===== src/sv/bgh_pkg.sv =====
// Shared types, constants and helpers for the letter bigram histogram.
package bgh_pkg;

  localparam int unsigned ALPHABET_SIZE_DEF = 26;
  localparam int unsigned COUNT_WIDTH_DEF   = 16;
  localparam int unsigned LETTER_W          = 5;
  localparam int unsigned PAIR_W            = 16;

  localparam logic [7:0] CHAR_LOWER_A = 8'h61;
  localparam logic [7:0] CHAR_LOWER_Z = 8'h7A;
  localparam logic [7:0] CHAR_UPPER_A = 8'h41;
  localparam logic [7:0] CHAR_UPPER_Z = 8'h5A;

  typedef enum logic [1:0] {
    REQ_CHAR  = 2'd0,
    REQ_READ  = 2'd1,
    REQ_CLEAR = 2'd2
  } req_type_e;

  typedef enum logic [1:0] {
    OP_NONE,
    OP_INC,
    OP_READ,
    OP_CLEAR
  } op_e;

  typedef struct packed {
    logic [1:0] req_type;
    logic [7:0] char_code;
    logic [4:0] read_row;
    logic [4:0] read_col;
  } req_t;

  typedef struct packed {
    logic [PAIR_W-1:0] pair_count;
  } rsp_t;

  typedef struct packed {
    logic                valid;
    logic [LETTER_W-1:0] idx;
  } letter_t;

  typedef struct packed {
    op_e  op;
    logic zero;
  } cmd_t;

  function automatic letter_t letter_decode(input logic [7:0] code);
    letter_t r;
    r.valid = 1'b0;
    r.idx   = '0;
    if (code >= CHAR_LOWER_A && code <= CHAR_LOWER_Z) begin
      r.valid = 1'b1;
      r.idx   = LETTER_W'(code - CHAR_LOWER_A);
    end else if (code >= CHAR_UPPER_A && code <= CHAR_UPPER_Z) begin
      r.valid = 1'b1;
      r.idx   = LETTER_W'(code - CHAR_UPPER_A);
    end
    return r;
  endfunction

endpackage


===== src/sv/bgh_outbuf.sv =====
// Two-entry result buffer in front of the output channel.
module bgh_outbuf (
  input  logic                       clk_i,
  input  logic                       rst_ni,
  input  logic                       push_i,
  input  logic [bgh_pkg::PAIR_W-1:0] data_i,
  output logic [1:0]                 count_o,
  output logic                       valid_o,
  input  logic                       ready_i,
  output logic [bgh_pkg::PAIR_W-1:0] data_o
);

  logic [bgh_pkg::PAIR_W-1:0] buf_q [2];
  logic                       wr_ptr_q, rd_ptr_q;
  logic [1:0]                 count_q, count_d;
  logic                       pop;

  assign pop     = valid_o && ready_i;
  assign valid_o = count_q != 2'd0;
  assign data_o  = buf_q[rd_ptr_q];
  assign count_o = count_q;

  always_comb begin
    count_d = count_q;
    if (push_i && !pop) begin
      count_d = count_q + 2'd1;
    end else if (pop && !push_i) begin
      count_d = count_q - 2'd1;
    end
  end

  always_ff @(posedge clk_i) begin
    if (push_i) begin
      buf_q[wr_ptr_q] <= data_i;
    end
  end

  always_ff @(posedge clk_i or negedge rst_ni) begin
    if (!rst_ni) begin
      wr_ptr_q <= 1'b0;
      rd_ptr_q <= 1'b0;
      count_q  <= 2'd0;
    end else begin
      count_q <= count_d;
      if (push_i) begin
        wr_ptr_q <= !wr_ptr_q;
      end
      if (pop) begin
        rd_ptr_q <= !rd_ptr_q;
      end
    end
  end

endmodule


===== config.mk =====
export PLATFORM = sky130hd
export DESIGN_NAME = bgh_outbuf
export DESIGN_NICKNAME = d
export VERILOG_FILES = /design/src/sv/bgh_pkg.sv /design/src/sv/bgh_outbuf.sv
export SDC_FILE = /design/constraint.sdc
export NUM_CORES = 1
export LEC_CHECK = 0
export ABC_AREA = 0
export ABC_CLOCK_PERIOD_IN_PS = 4700
export BUFFER_PORTS_ARGS = -buffer_cell sky130_fd_sc_hd__buf_4
export CAP_MARGIN = 20
export CORE_ASPECT_RATIO = 1.75
export CORE_MARGIN = 4
export CORE_UTILIZATION = 39
export DETAILED_ROUTE_END_ITERATION = 10
export SKIP_LAST_GASP = 1
export SLEW_MARGIN = 25
export SYNTH_ARGS = -nofsm -noshare
export SYNTH_HDL_FRONTEND = slang
export SYNTH_SLANG_ARGS = --single-unit

===== constraint.sdc =====
create_clock -name clk_i -period 4.7 [get_ports clk_i]
set_input_delay 0.94 -clock clk_i [delete_from_list [all_inputs] [get_ports clk_i]]
set_output_delay 0.94 -clock clk_i [all_outputs]
set_load 0.02 [all_outputs]

==> impl_metrics.toml <==
[route]
wl_per_cell_um = 14.1
drt_iter0_drc = 7
routed_via_density = 4.59
num_vias = 698
dr.pass1.iters = 3
drc_errors = 0
detail-route-antenna-nets = 0
finalWirelength_mm = 2.15

[global_route]
grt_max_degree = 18
grt_util_all_layers_pct = 11.1
grt_overflow = 0
grt_pass1_vias = 747
grt_pass1_wl_mm = 3.42
antenna_found_initial = 0

[setup_path]
cp-start-kind = "flop"
end_kind = "output port"
crit_type = "flop to output port"
cp.required_ns = 3.76
r2r_start = "wr_ptr_q"
r2r_cells = 2
slowest_delay_ns = 0.89
critPathSlowestCell = "dfrtp_1"
cp.arrival_ns = 1.74
worstPathCellList = "mux2_2 > buf_4"
cp_max_fo = 17
reg2reg_to = "buf_q[0][0]"
worst-r2r-setup-slack_ns = 3.08

[finish]
drive_above_1_share_pct = 56.1
areaGrowthSynthToFinish_pct = 27.8
layout_common_cells = "buf_4 (39), edfxtp_1 (32), mux2_4 (9)"
utilization_pct = 52.2
final_nets = 130
final_common_cell = "buf_4"
diodes = 0

[synth]
syn-num-nets = 86
ys_ff_latch = 36
synth_top_cell_by_area = "edfxtp_1"
avgSynthCellArea_um2 = 21.4
yosysSeqAreaShare_pct = 76.4
netlist.area_leader.share_pct = 69.2
yosysWarnings = 0
synthTopCellsByArea = "edfxtp_1 (69%), mux2_4 (9.7%), dfrtp_1 (7.2%)"
syn-cell-area_mm2 = 0.00139
syn-instance-count = 65
synthDistinctLibCells = 14

[clock_tree]
cts_tree = "built"
cts_root_buffer = "clkbuf_8"
numCtsBuffers = 5
clock_latency_ns = 0.28
cts.sinks = 36
cts-htree-levels = 2
cts_hold_buf = 0
postCtsSetupRepairBufs = 0
path_clk_slew_ns = 0.06
ctsResizeCount = 0
clockBufferDepth = 2

[timing]
max_slew_margin_pct = 43.8
finalHoldViolations = 0
fin_tns_setup_ns = 0
setup_viol = 0
timing.final.crit_share_pct = 57.0
max_slew.worst_pin.slew_ns = 0.842
period_needed_ns = 2.68
final.setup_skew_ns = 0.00629
report.final.slew_viol_count = 0
fmax_mhz = 373
rsz0062_at_grt = "false"

[hold_path]
hold_path_class = "primary input to async pin"

[die]
die-width_um = 53.1
initial_core_util_pct = 40.9
dieArea_mm2 = 0.00462
io_pins = 39
core_mm2 = 0.00340
die_h_um = 86.9
row_count = 28

[placed_design]
routabilityCongestion = 0.645
port_buffers = 38

[outcome]
status = "completed"

[pwr]
total_leakage_power_uw = 0.000709
power.density_mw_per_mm2 = 599
peakVddDrop_mv = 0.305

[flow_run]
maxCapViolCount = 0
[cells by family after synthesis]
kind of cell | share of synthesized area (%)
multiplexers | 15.4
adder cells (fa/ha/maj) | 0.901
XOR/XNOR | 3.15
buffers and inverters | 2.25
AND/OR/NAND/NOR | 1.89
flip-flops | 76.4
[report_power, final]
| part | leakage (µW) | total (µW) | internal (µW) | switching [µW] |
|---|---|---|---|---|
| logic | 0.000326 | 389 | 206 | 183 |
| clock network | 0.0000359 | 185 | 95.2 | 89.6 |
| registers | 0.000347 | 489 | 431 | 58.7 |
[per-stage QoR]
stage	hold slack (ns)	std cells	cell area [µm²]	total power, µW	setup WS [ns]
final	0.444	152	1780	1060	2.02
after global routing	0.427	152	1780	1130	1.89
after CTS	0.434	152	1780	1090	1.95
after detailed placement	0.480	147	1710	898	2.27
after global placement	0.469	147	1710	886	2.28
after floorplan	0.455	65	1390	761	2.61
[Yosys cell counts]
library cell / number
mux2_4: 9
and2_1: 1
buf_12: 1
nand2_1: 1
buf_6: 1
mux2_2: 7
ha_1: 1
or2_1: 1
xnor2_1: 2
xor2_1: 3
edfxtp_1: 32
nor2b_1: 1
nor2_1: 1
dfrtp_1: 4
[routing by layer]
layer	global-route usage (%)	vias up	wire, µm
met5	0	-	0
met4	6.98	0	62
met3	5.32	6	137
met2	17.8	23	1180
met1	11.4	339	766
li1	-	330	-
[worst max path at each step]
stage / from / endpoint / slack, ns / depth (start not counted)
after floorplan: push_i / buf_q[0][0] / 2.61 / 1
after CTS: rd_ptr_q / data_o[14] / 1.95 / 2
after detailed placement: rd_ptr_q / data_o[10] / 2.27 / 2
after global routing: rd_ptr_q / data_o[9] / 1.89 / 2
final: rd_ptr_q / data_o[14] / 2.02 / 2
after global placement: rd_ptr_q / data_o[13] / 2.28 / 2
[layout make-up]
class                           count  area [µm²]
Fill cell                         307        1620
Sequential cell                    36        1060
Clock buffer                        5        68.8
Tap cell                           45        56.3
Timing Repair Buffer               39         293
Multi-Input combinational cell     27         297
[flip-flops by register name (all words and copies together) (netlist names)]
register	count
buf_q	32
count_o	2
rd_ptr_q	1
wr_ptr_q	1
[critical path: cells and delay by family (launching register included)]
kind / cells / cell delay (ns)
buf+inv: 1 / 0.16
mux: 1 / 0.41
flops: 1 / 0.89
No activity file was read; power rests on OpenSTA's default activity.
