[config.mk]
export PLATFORM = sky130hd
export DESIGN_NAME = bgh_decode
export DESIGN_NICKNAME = d
export VERILOG_FILES = /design/src/sv/bgh_pkg.sv /design/src/sv/bgh_decode.sv
export SDC_FILE = /design/constraint.sdc
export NUM_CORES = 1
export LEC_CHECK = 0
export BUFFER_PORTS_ARGS = -buffer_cell sky130_fd_sc_hd__buf_4
export CAP_MARGIN = 20
export CORE_MARGIN = 8
export CORE_UTILIZATION = 56
export CTS_CLUSTER_DIAMETER = 120
export CTS_CLUSTER_SIZE = 12
export DETAILED_ROUTE_END_ITERATION = 8
export PLACE_DENSITY_LB_ADDON = 0.05
export SETUP_SLACK_MARGIN = 0.4
export SYNTH_ARGS = -nofsm -noshare
export SYNTH_HDL_FRONTEND = slang
export SYNTH_SLANG_ARGS = --single-unit
[constraint.sdc]
create_clock -name clk_i -period 3.7 [get_ports clk_i]
set_input_delay 0.37 -clock clk_i [delete_from_list [all_inputs] [get_ports clk_i]]
set_output_delay 0.37 -clock clk_i [all_outputs]
set_load 0.01 [all_outputs]
[src/sv/bgh_pkg.sv]
// Shared types, constants and helpers for the letter bigram histogram.
package bgh_pkg;

  localparam int unsigned ALPHABET_SIZE_DEF = 26;
  localparam int unsigned COUNT_WIDTH_DEF   = 16;
  localparam int unsigned LETTER_W          = 5;
  localparam int unsigned PAIR_W            = 16;

  localparam logic [7:0] CHAR_LOWER_A = 8'h61;
  localparam logic [7:0] CHAR_LOWER_Z = 8'h7A;
  localparam logic [7:0] CHAR_UPPER_A = 8'h41;
  localparam logic [7:0] CHAR_UPPER_Z = 8'h5A;

  typedef enum logic [1:0] {
    REQ_CHAR  = 2'd0,
    REQ_READ  = 2'd1,
    REQ_CLEAR = 2'd2
  } req_type_e;

  typedef enum logic [1:0] {
    OP_NONE,
    OP_INC,
    OP_READ,
    OP_CLEAR
  } op_e;

  typedef struct packed {
    logic [1:0] req_type;
    logic [7:0] char_code;
    logic [4:0] read_row;
    logic [4:0] read_col;
  } req_t;

  typedef struct packed {
    logic [PAIR_W-1:0] pair_count;
  } rsp_t;

  typedef struct packed {
    logic                valid;
    logic [LETTER_W-1:0] idx;
  } letter_t;

  typedef struct packed {
    op_e  op;
    logic zero;
  } cmd_t;

  function automatic letter_t letter_decode(input logic [7:0] code);
    letter_t r;
    r.valid = 1'b0;
    r.idx   = '0;
    if (code >= CHAR_LOWER_A && code <= CHAR_LOWER_Z) begin
      r.valid = 1'b1;
      r.idx   = LETTER_W'(code - CHAR_LOWER_A);
    end else if (code >= CHAR_UPPER_A && code <= CHAR_UPPER_Z) begin
      r.valid = 1'b1;
      r.idx   = LETTER_W'(code - CHAR_UPPER_A);
    end
    return r;
  endfunction

endpackage

[src/sv/bgh_decode.sv]
// Request decode, previous-letter tracking and table address generation.
module bgh_decode #(
  parameter int unsigned ALPHABET_SIZE = bgh_pkg::ALPHABET_SIZE_DEF,
  parameter int unsigned AW            = 10
) (
  input  logic            clk_i,
  input  logic            rst_ni,
  input  logic            acc_i,
  input  bgh_pkg::req_t   req_i,
  output bgh_pkg::cmd_t   cmd_o,
  output logic [AW-1:0]   addr_o
);

  logic [bgh_pkg::LETTER_W-1:0] prev_q, prev_d;
  logic                         prev_ok_q, prev_ok_d;
  bgh_pkg::letter_t             cur;
  logic                         cur_ok;
  logic                         rc_ok;

  always_comb begin
    cur    = bgh_pkg::letter_decode(req_i.char_code);
    cur_ok = cur.valid && (int'(cur.idx) < int'(ALPHABET_SIZE));
    rc_ok  = (int'(req_i.read_row) < int'(ALPHABET_SIZE)) &&
             (int'(req_i.read_col) < int'(ALPHABET_SIZE));
  end

  always_comb begin
    cmd_o.op   = bgh_pkg::OP_NONE;
    cmd_o.zero = 1'b0;
    addr_o     = AW'(prev_q) * AW'(ALPHABET_SIZE) + AW'(cur.idx);
    unique case (req_i.req_type)
      bgh_pkg::REQ_CHAR: begin
        cmd_o.op = (cur_ok && prev_ok_q) ? bgh_pkg::OP_INC : bgh_pkg::OP_NONE;
      end
      bgh_pkg::REQ_READ: begin
        cmd_o.op   = bgh_pkg::OP_READ;
        cmd_o.zero = !rc_ok;
        addr_o     = AW'(req_i.read_row) * AW'(ALPHABET_SIZE) + AW'(req_i.read_col);
      end
      bgh_pkg::REQ_CLEAR: begin
        cmd_o.op = bgh_pkg::OP_CLEAR;
      end
      default: begin
        cmd_o.op = bgh_pkg::OP_NONE;
      end
    endcase
  end

  always_comb begin
    prev_d    = prev_q;
    prev_ok_d = prev_ok_q;
    if (acc_i) begin
      unique case (req_i.req_type)
        bgh_pkg::REQ_CHAR: begin
          prev_ok_d = cur_ok;
          if (cur_ok) begin
            prev_d = cur.idx;
          end
        end
        bgh_pkg::REQ_CLEAR: begin
          prev_ok_d = 1'b0;
          prev_d    = '0;
        end
        default: begin
          prev_d    = prev_q;
        end
      endcase
    end
  end

  always_ff @(posedge clk_i or negedge rst_ni) begin
    if (!rst_ni) begin
      prev_q    <= '0;
      prev_ok_q <= 1'b0;
    end else begin
      prev_q    <= prev_d;
      prev_ok_q <= prev_ok_d;
    end
  end

endmodule

==> impl_metrics.tcl <==
set metrics [dict create \
    path_class "register to output pin" \
    crit_path_max_fanout 3 \
    power_density_nw_per_um2 307.6 \
    switching_power_mw 0.3194 \
    worstHoldPathType "input pin to register" \
    synth_fa_ha_area_share_pct 36.35 \
    clkSlewWorstSetupHoldPaths_ns 0.04 \
    synth_mux_area_share_pct 2.350 \
    critPathBufInv 1 \
    path_delay_family "adder cells" \
    hold_start "req_i[10]" \
    htreeDepth 1 \
    worstReg2RegEnd "prev_q[2]$_DFFE_PN0P_" \
    finalPower_mw 0.7161 \
    rr_worst_depth 4 \
    cts.sinks 6 \
    peakVddDrop_mv 0.1700 \
    timing.rr.start "prev_q[2]$_DFFE_PN0P_" \
    ys_warn_count 0 \
    cts_made_buffers 3 \
    hold_violations 0 \
    crit_end "addr_o[9]" \
    place_area_um2 2076 \
    cp.depth 10 \
    clk_latency_ns 0.24 \
    p_seq_share_pct 11.5 \
    routed_via_density 5.409 \
    fin_crit_sh_pct 93.59 \
    drt_iter0_markers 40 \
    synth.top_cell.area_share_pct 29.72 \
    dp.cells 284 \
    instances_no_fill 298 \
    worst_ep_arrival_time_ns 3.09 \
    io_pins 36 \
    synth_xor_area_share_pct 12.30 \
    cts_tree "yes" \
    yosysSeqAreaShare_pct 8.293 \
    p_sw_share_pct 44.60 \
    synthTopCellsByArea "ha_1 30%, dfrtp_1 8.3%, fa_1 6.6%" \
    final_cell_mix "43 x buf_4, 38 x ha_1, 22 x inv_1" \
    max_slew_margin_pct 55.89 \
    crit_required_ns 3.33 \
    hpwl_um 3458 \
    combPwrFrac_pct 80.3 \
    overflow 0 \
    grtUsageTotal_pct 16.29 \
    ys_seq_elements 6 \
    syn_to_final_growth_pct 28.61 \
    cpPeakStageDelay_ns 0.44 \
    stdcell_area_um2 2328 \
    rsz0062_at_grt "yes" \
    status "finished, final reports clean" \
    rows 20 \
    port_buffers 35 \
    drive_gt1_share_pct 31.89 \
    synth_compound_area_share_pct 15.76 \
    synth-simple-area-share_pct 16.72 \
    drc 0 \
    startpoint_type "register" \
    die_w_um 72.86 \
    die_area_um2 5309 \
    layout_commonest_cell "buf_4" \
    path_cells "ha_4 -> fa_1 -> ha_1 -> a21o_1 -> a21oi_2 -> o21bai_1 -> a21oi_1 -> xor3_1 -> mux2_4 -> buf_6" \
    fill_cells 231 \
    grt_first_pass_wirelength_um 7100 \
    num_vias 1612 \
    layout_setup_ws_ns 0.2372 \
    setup_viol 0 \
    place.gp.congestion 0.9028 \
    maxCapViolCount 0 \
    diodes 0 \
    clock_power_share_pct 8.2 \
    grt_max_degree 18 \
    synth_top_cell_by_area "ha_1" \
    p_int_mw 0.3967 \
    synth_fp_nets 284 \
    netlist_area_um2 1810 \
    initial_core_util_pct 58.82 \
    wl_um 4161 \
    dr.pass1.iters 4 \
    syn_inst 212 \
    setup_tns_ns 0 \
    cts_buffer_depth 2 \
    synthDistinctLibCells 44 \
    leakage_nw 1.177 \
    drv_slew 0 \
    rrSetupSlack_ns 2.69 \
    avgSynthCellArea_um2 8.540 \
    skew_ns 0 \
    crit_start "prev_q[1]$_DFFE_PN0P_" \
    tightest_slew_ns 0.6617 \
    clock-root-buffer "clkbuf_4" \
    whs_path_depth 2 \
    place_ws_ns 0.04096 \
    synth_top_family_by_area "adder cells" \
    max_freq_mhz 288.8 \
    ant_nets 0 \
    grt_pass1_vias 1751 \
    endpoint_kind "output pin" \
    die_h_um 72.86 \
    coreArea_um2 3078 \
    wl_per_cell_um 13.96 \
    layout.nets 328 \
    final.min_clock_period_ns 3.463 \
    antenna_found_initial 0 \
    crit_slowest_cell "dfrtp_2" \
]
[power by group through the flow]
stage	sequential [mW]	combinational, mW	clock [mW]
6_report	0.0822	0.575	0.0590
5_1_grt	0.0828	0.638	0.0644
4_1_cts	0.0818	0.553	0.0593
3_5_place_dp	0.0827	0.481	0
3_3_place_gp	0.0826	0.464	0
2_1_floorplan	0.0798	0.337	0
[worst register-to-register path: stages (launching register included)]
cell	delay, ns
dfrtp_2	0.38
buf_4	0.14
inv_1	0.05
a211o_1	0.26
o211ai_1	0.09
[what timing repair did]
item,CTS,global route
endpoints found under the setup margin,4,3
hold endpoints to repair,6,0
resized for setup,25,7
pin swaps,12,0
buffers inserted,10,0
hold buffers,1,0
cloned,0,0
[worst min-delay path by stage]
stage	end	slack, ns
2_1_floorplan	prev_ok_q$_DFFE_PN0P_	0.07
3_3_place_gp	prev_q[2]$_DFFE_PN0P_	0.18
3_5_place_dp	prev_q[3]$_DFFE_PN0P_	0.18
4_1_cts	prev_q[2]$_DFFE_PN0P_	0.37
5_1_grt	prev_q[2]$_DFFE_PN0P_	0.39
6_report	prev_q[0]$_DFFE_PN0P_	0.37
[routing by layer]
| layer | GRT usage, % | vias to the layer above | part of all wire (%) |
|---|---|---|---|
| li1 | - | 821 | - |
| met5 | 0 | - | 0 |
| met3 | 2.060 | 9 | 3.8 |
| met4 | 6.222 | 0 | 2.1 |
| met2 | 31.11 | 41 | 51 |
| met1 | 17.46 | 741 | 43 |
[cell families (layout without fill, tap and decap cells)]
logic type / count (synthesis) / after routing
simple gates: 56 / 56
fa+ha+maj: 49 / 49
compound gates: 43 / 43
buf+inv: 32 / 74
xor+xnor: 22 / 22
flops: 6 / 6
mux: 4 / 4
[metrics by stage]
stage / hold WS [ns] / util [%]
floorplan: 0.07441 / -
global placement: 0.1751 / 67.44
detailed placement: 0.1752 / 67.44
CTS: 0.3720 / 74.67
global route: 0.3891 / 75.65
finish: 0.3734 / 75.65
[layout make-up]
cell class | instances | area, um^2 | share of cell area [%]
Sequential cell | 6 | 152.6 | 6.556
Timing Repair Buffer | 46 | 355.3 | 15.26
Clock buffer | 3 | 22.52 | 0.9672
Inverter | 25 | 96.34 | 4.138
Multi-Input combinational cell | 174 | 1647 | 70.71
Tap cell | 44 | 55.05 | 2.364
[registers in the layout, summed over array words and instances, names as in the netlist]
signal	cells
prev_ok_q	1
prev_q	5
[synthesized netlist by cell type, drive strengths merged]
cell type,instances
o2bb2ai,3
o31ai,1
nand3,6
nor2,18
or4,1
and2b,1
fa,6
ha,43
nor3,2
nand2b,5
a21oi,12
nand3b,3
xor3,2
nor2b,3
a21o,3
a21boi,1
a211o,2
buf,4
or3,1
o21bai,3
mux2,2
a211oi,1
inv,25
and4bb,1
o2111ai,3
xnor2,12
o21ai,9
xor2,8
o21a,1
mux2i,2
clkbuf,3
and3,1
dfrtp,6
nand2,12
nand4,1
nor4,1
o211ai,3
a31o,1
No activity file was read; power rests on OpenSTA's default activity.
